<file path="src/design/bpip_pkg.sv">
// bpip_pkg: shared constants, types and state encoding for the banded
// point-in-polygon core. No dependencies.
`timescale 1ns / 1ps
package bpip_pkg;

    localparam int MAX_EDGES  = 1024;
    localparam int BAND_LIMIT = 64;
    localparam int EDGE_AW    = $clog2(MAX_EDGES);
    localparam int TOTAL_W    = EDGE_AW + 1;
    localparam int BAND_W     = $clog2(BAND_LIMIT);
    localparam int NCNT_W     = BAND_W + 1;
    localparam int REM_W      = 32 + BAND_W;
    localparam int STEP_W     = (BAND_W > 1) ? $clog2(BAND_W) : 1;

    // item function codes
    localparam logic [1:0] FN_CLEAR = 2'd0;
    localparam logic [1:0] FN_LOAD  = 2'd1;
    localparam logic [1:0] FN_QUERY = 2'd2;

    // configuration register indexes
    localparam logic [1:0] CFG_LOW_Y  = 2'd0;
    localparam logic [1:0] CFG_HIGH_Y = 2'd1;
    localparam logic [1:0] CFG_BANDS  = 2'd2;

    typedef struct packed {
        logic signed [31:0] ax;
        logic signed [30:0] ay;
        logic signed [31:0] bx;
        logic signed [30:0] by;
        logic [BAND_W-1:0]  first;
        logic [BAND_W-1:0]  last;
    } edge_t;

    localparam int EDGE_BITS = $bits(edge_t);

    typedef enum logic [3:0] {
        ST_IDLE,
        ST_LO_START,
        ST_LO_WAIT,
        ST_HI_START,
        ST_HI_WAIT,
        ST_WRITE,
        ST_QB_START,
        ST_QB_WAIT,
        ST_FETCH,
        ST_EVAL_DIFF,
        ST_EVAL_MUL,
        ST_EVAL_ACC,
        ST_DONE
    } state_t;

    typedef struct packed {
        logic latch;
        logic total_clr;
        logic band_start;
        logic band_sel;
        logic store_first;
        logic ram_we;
        logic walk_clr;
        logic edge_rd;
        logic eval_diff;
        logic eval_mul;
        logic eval_acc;
        logic set_full;
        logic out_load;
    } cmd_t;

    typedef struct packed {
        logic band_busy;
        logic total_full;
        logic more_edges;
        logic hit;
        logic out_free;
    } status_t;

endpackage

</file>
<file path="src/design/bpip_ctrl.sv">
// bpip_ctrl: controller state machine sequencing loads, band divisions
// and the edge walk. Depends on bpip_pkg.
`timescale 1ns / 1ps
module bpip_ctrl (
    input  logic              aclk,
    input  logic              aresetn,
    input  logic              s_tvalid,
    input  logic [1:0]        s_tuser,
    output logic              s_tready,
    input  bpip_pkg::status_t status,
    output bpip_pkg::cmd_t    cmd
);

    bpip_pkg::state_t state_reg, state_next;

    always_ff @(posedge aclk) begin
        if (!aresetn) begin
            state_reg <= bpip_pkg::ST_IDLE;
        end else begin
            state_reg <= state_next;
        end
    end

    always_comb begin
        state_next = state_reg;
        unique case (state_reg)
            bpip_pkg::ST_IDLE: begin
                if (s_tvalid) begin
                    case (s_tuser)
                        bpip_pkg::FN_LOAD:
                            state_next = status.total_full ? bpip_pkg::ST_DONE
                                                           : bpip_pkg::ST_LO_START;
                        bpip_pkg::FN_QUERY: state_next = bpip_pkg::ST_QB_START;
                        default:            state_next = bpip_pkg::ST_DONE;
                    endcase
                end
            end
            bpip_pkg::ST_LO_START: state_next = bpip_pkg::ST_LO_WAIT;
            bpip_pkg::ST_LO_WAIT:
                if (!status.band_busy) state_next = bpip_pkg::ST_HI_START;
            bpip_pkg::ST_HI_START: state_next = bpip_pkg::ST_HI_WAIT;
            bpip_pkg::ST_HI_WAIT:
                if (!status.band_busy) state_next = bpip_pkg::ST_WRITE;
            bpip_pkg::ST_WRITE:    state_next = bpip_pkg::ST_DONE;
            bpip_pkg::ST_QB_START: state_next = bpip_pkg::ST_QB_WAIT;
            bpip_pkg::ST_QB_WAIT:
                if (!status.band_busy) state_next = bpip_pkg::ST_FETCH;
            bpip_pkg::ST_FETCH:
                state_next = (status.hit || !status.more_edges) ? bpip_pkg::ST_DONE
                                                                : bpip_pkg::ST_EVAL_DIFF;
            bpip_pkg::ST_EVAL_DIFF: state_next = bpip_pkg::ST_EVAL_MUL;
            bpip_pkg::ST_EVAL_MUL:  state_next = bpip_pkg::ST_EVAL_ACC;
            bpip_pkg::ST_EVAL_ACC:  state_next = bpip_pkg::ST_FETCH;
            bpip_pkg::ST_DONE:
                if (status.out_free) state_next = bpip_pkg::ST_IDLE;
            default: state_next = bpip_pkg::ST_IDLE;
        endcase
    end

    always_comb begin
        cmd      = '0;
        s_tready = 1'b0;
        unique case (state_reg)
            bpip_pkg::ST_IDLE: begin
                s_tready = 1'b1;
                if (s_tvalid) begin
                    cmd.latch     = 1'b1;
                    cmd.total_clr = s_tuser == bpip_pkg::FN_CLEAR;
                    cmd.set_full  = s_tuser == bpip_pkg::FN_LOAD && status.total_full;
                end
            end
            bpip_pkg::ST_LO_START: cmd.band_start = 1'b1;
            bpip_pkg::ST_LO_WAIT:  cmd.store_first = !status.band_busy;
            bpip_pkg::ST_HI_START: begin
                cmd.band_start = 1'b1;
                cmd.band_sel   = 1'b1;
            end
            bpip_pkg::ST_HI_WAIT:  ;
            bpip_pkg::ST_WRITE:    cmd.ram_we = 1'b1;
            bpip_pkg::ST_QB_START: begin
                cmd.band_start = 1'b1;
                cmd.walk_clr   = 1'b1;
            end
            bpip_pkg::ST_QB_WAIT:  ;
            bpip_pkg::ST_FETCH:
                cmd.edge_rd = !status.hit && status.more_edges;
            bpip_pkg::ST_EVAL_DIFF: cmd.eval_diff = 1'b1;
            bpip_pkg::ST_EVAL_MUL:  cmd.eval_mul = 1'b1;
            bpip_pkg::ST_EVAL_ACC:  cmd.eval_acc = 1'b1;
            bpip_pkg::ST_DONE:      cmd.out_load = status.out_free;
            default: ;
        endcase
    end

endmodule

</file>
<file path="config.mk">
export PLATFORM = sky130hd
export DESIGN_NAME = bpip_ctrl
export DESIGN_NICKNAME = d
export VERILOG_FILES = /design/src/design/bpip_pkg.sv /design/src/design/bpip_ctrl.sv
export SDC_FILE = /design/constraint.sdc
export NUM_CORES = 1
export LEC_CHECK = 0
export BUFFER_PORTS_ARGS = -buffer_cell sky130_fd_sc_hd__buf_2
export CAP_MARGIN = 20
export CORE_MARGIN = 2
export CORE_UTILIZATION = 30
export CTS_BUF_LIST = sky130_fd_sc_hd__clkbuf_4 sky130_fd_sc_hd__clkbuf_8
export DETAILED_ROUTE_END_ITERATION = 12
export HOLD_SLACK_MARGIN = 0.06
export PLACE_DENSITY = 0.62
export SKIP_CTS_REPAIR_TIMING = 1
export SLEW_MARGIN = 0
export SYNTH_ARGS = -nofsm -noshare
export SYNTH_HDL_FRONTEND = slang
export SYNTH_SLANG_ARGS = --single-unit
</file>
<file path="constraint.sdc">
create_clock -name aclk -period 3.75 [get_ports aclk]
set_clock_uncertainty 0.05 [all_clocks]
set_input_delay 0.75 -clock aclk [delete_from_list [all_inputs] [get_ports aclk]]
set_output_delay 0.75 -clock aclk [all_outputs]
set_load 0.01 [all_outputs]
</file>
Word-level counts from Yosys, hierarchy flattened:

Cells that the tools add are included.

* output and inout port bits: 14
* register bits after elaboration: 4

* equality and inequality tests: 19
* muxes and demuxes: 24
* reductions and logical operators: 10

Operator list (number)
* 4-bit case mux with 13 select lines: 1
* 4-bit 2-to-1 mux: 6
* 4-bit == test, second input constant: 5
* 4-bit by 3-bit == test with 1-bit output, second input constant: 4
* 1-bit 2-to-1 mux: 13
* 2-bit != test, second input constant: 5
* 4-bit by 2-bit == test with 1-bit output, second input constant: 2
* 4-bit case mux with 2 select lines: 1
* 5-bit AND reduction: 1
* 4-bit by 1-bit == test with 1-bit output, second input constant: 1
* 4-bit logical NOT: 1
* 2-bit 2-to-1 mux: 2
* 1-bit logical NOT: 3
* 3-bit 2-to-1 mux: 1
* 3-bit OR reduction: 1
* 2-bit by 1-bit == test with 1-bit output, second input constant: 1
* 2-bit == test, second input constant: 1
* 1-bit logical AND: 2
* 2-bit logical NOT: 1
* 1-bit logical OR: 1

Depth between registers and ports, before layout:

* depth in word-level cells: 4
* mapped depth: 6
* mapped depth without buffers: 6

Least setup slack after synthesis:

Ideal clock, no wire load.

* path type: reg-to-output
* start: register state_reg[0]
* end: output port cmd[1] (netlist bit)
* slack: 1.534 ns
* stages on the path, launching flop included: 7
* required time: 2.950 ns
* arrival time: 1.416 ns
* path through: dfxtp_1 > buf_6 > or2_1 > buf_6 > nor3_2 > and2_1 > and3_1

RTL lines
* start, declared: RTL line bpip_ctrl.sv:14 `bpip_pkg::state_t state_reg, state_next;`
* start signal, assigned: RTL line bpip_ctrl.sv:18 `state_reg <= bpip_pkg::ST_IDLE;`
* start signal, assigned: RTL line bpip_ctrl.sv:20 `state_reg <= state_next;`
* end, declared: RTL line bpip_ctrl.sv:11 `output bpip_pkg::cmd_t cmd`

==> out/metrics.yaml <==
run_status:
  status: "completed"
power:
  power_leakage_nw: 0.3506
  power_frac_clock_pct: 12.5
  p_total_mw: 0.4360
  p_sw_share_pct: 48.40
  p_seq_share_pct: 28.7
  peakVddDrop_uv: 217.7
  switchingPower_mw: 0.2110
  p_int_mw: 0.2250
  comb_power_share_pct: 58.8
  p_per_area_nw_per_um2: 603.9
hold_path:
  worstHoldPathType: "reg2reg"
  hold_path_depth: 2
  min_to: "state_reg[1]"
  min_from: "state_reg[1]"
yosys:
  ys_top_cells_by_count: "9 x nand2_1, 6 x inv_1, 6 x nor2_1"
  synth_area_per_cell_um2: 7.353
  syn_nets: 96
  synth_warnings: 0
  ys_types: 36
  synth_top_cell_by_area: "dfxtp_1"
  synth_top_cell_area_share_pct: 13.45
  netlist_instances: 81
  ys_ff_latch: 4
  synth_ff_type: "dfxtp_1"
  async_reset_ff_share_pct: 0
  syn_area_um2: 595.6
  yosysMostFrequentCell: "nand2_1"
  synthTopCellsByArea: "dfxtp_1 13%, ha_1 11%, mux2i_1 8.4%"
  seq_area_frac_synth_pct: 13.45
  synth_enable_flop_cells: 0
setup_path:
  crit_chain: "or2_1 -> nor3_2 -> and2_1 -> and3_1 -> buf_2"
  worst_setup_path_start_kind: "flip-flop"
  worst_path_max_delay_cell: "dfxtp_1"
  cp-end-kind: "primary output"
  cpLargestDelayFamily: "simple AND/OR/NAND/NOR gates"
  r2r_cells: 4
  critical_path_class: "reg2out"
  rrSetupSlack_ns: 2.00
  r2r-end: "state_reg[2]"
  required_ns: 2.95
  path_depth: 5
  path_buf_inv: 1
  worstReg2RegStart: "state_reg[3]"
  worstPathMaxFanout: 10
  max_stage_delay_ns: 0.52
  critPathArrivalTime_ns: 1.61
clock_network:
  clk_path_buf_depth: 2
  cts.sinks: 4
  path_clk_slew_ns: 0.04
  cts-root-buf: "clkbuf_4"
  h-tree-depth: 1
  cts_tree: "done"
  clock_latency_ns: 0.23
  numCtsBuffers: 3
placement:
  io_buffer_count: 23
  gp_congestion: 0.6759
  pre_cts_slack_ns: 1.545
  dp_hpwl_um: 1002
die:
  fp-row-count: 16
  num_io_pins: 24
  start_util_pct: 30.99
  die_h_um: 48.56
  core-area_um2: 1922
  die_x_um: 48.56
  die-area_um2: 2358
timing:
  setup_violations: 0
  tns_ns: 0
  finalCritPeriodShare_pct: 64.36
  whs_ns: 0.5590
  maxSlewViolCount: 0
  hold_violations: 0
  fmax_mhz: 414.3
  setup_slack_ns: 1.336
  fin_crit_ns: 2.414
  rsz0062_at_grt: "false"
  slew_headroom_pct: 59.04
  worst_pin_slew_ns: 0.6135
global_route:
  track_usage_pct: 10.88
  grt-ovfl-total: 0
  grt_max_degree: 19
  antenna_found_initial: 0
  grt_pass1_wl_um: 2097
  grt_pass1_vias: 513
detailed_routing:
  wl_per_cell_um: 9.953
  first_iter_violations: 3
  antenna_left: 0
  dr_total_vias: 584
  wl_um: 1264
  vias_per_cell: 4.598
  firstDrtPassIters: 4
  drc: 0
final_layout:
  num-nets-final: 117
  fillCellCount: 224
  drive_gt1_share_pct: 29.00
  antenna_cells: 0
  largest_reg_flops: 4
  utilization_pct: 37.57
  area_growth_pct: 21.22
run:
  max_cap_violations: 0
[cells in the final DEF (no fill, tap or decap), types with 2 or more instances in the layout]
master / instances
and3_1: 2
buf_2: 23
clkbuf_4: 3
dfxtp_1: 4
ha_1: 5
inv_1: 6
mux2i_1: 5
nand2_1: 9
nand2b_1: 3
nand3_1: 2
nor2_1: 6
nor2b_1: 5
nor3_1: 4
o21ai_0: 2
[per-stage QoR]
stage | instance area [um2] | instances
2_1_floorplan | 595.6 | 81
3_3_place_gp | 699.4 | 124
3_5_place_dp | 699.4 | 124
4_1_cts | 721.9 | 127
5_1_grt | 721.9 | 127
6_report | 721.9 | 127
[how the worst max path moves through the flow]
stage	from	endpoint	slack [ns]
2_1_floorplan	state_reg[0]	cmd[1]	1.53
3_3_place_gp	s_tuser[1]	cmd[1]	1.56
3_5_place_dp	s_tuser[1]	cmd[1]	1.54
4_1_cts	state_reg[0]	cmd[1]	1.31
5_1_grt	state_reg[0]	cmd[1]	1.20
6_report	state_reg[0]	cmd[1]	1.34
[layout make-up]
type	count	area, um2	share of cell area [%]
clock buffers	3	22.52	3.120
repair buffers	23	115.1	15.94
well taps	27	33.78	4.679
multi-input cells	64	447.9	62.05
inverters	6	22.52	3.120
flip-flops and latches	4	80.08	11.09
[tightest hold or removal path: stages, from the launching register on]
cell,delay (ns)
dfxtp_1,0.40
nand2_1,0.10
mux2i_1,0.06
[cell families (layout without fill, tap and decap cells)]
kind of cell / count (synthesis) / in the layout / synth area share [%]
adder cells (fa/ha/maj): 5 / 5 / 10.50
multiplexers: 5 / 5 / 8.404
AO/OA/AOI/OAI: 11 / 11 / 14.50
XOR/XNOR: 2 / 2 / 2.942
AND/OR/NAND/NOR: 41 / 41 / 38.87
flip-flops: 4 / 4 / 13.45
buffers and inverters: 13 / 32 / 11.34
[routing by layer]
layer / wire length (um) / track usage, %
met3: 60 / 4.012
met5: 0 / 0
met2: 566 / 18.52
met4: 0 / 1.429
met1: 637 / 13.47
[power groups by stage]
stage,clock [mW],combinational (mW),sequential (mW)
6_report,0.0544,0.256,0.125
5_1_grt,0.0599,0.286,0.132
4_1_cts,0.0561,0.260,0.125
3_5_place_dp,0,0.259,0.126
3_3_place_gp,0,0.254,0.126
2_1_floorplan,0,0.280,0.0647
Power figures use the tool's default switching activity.
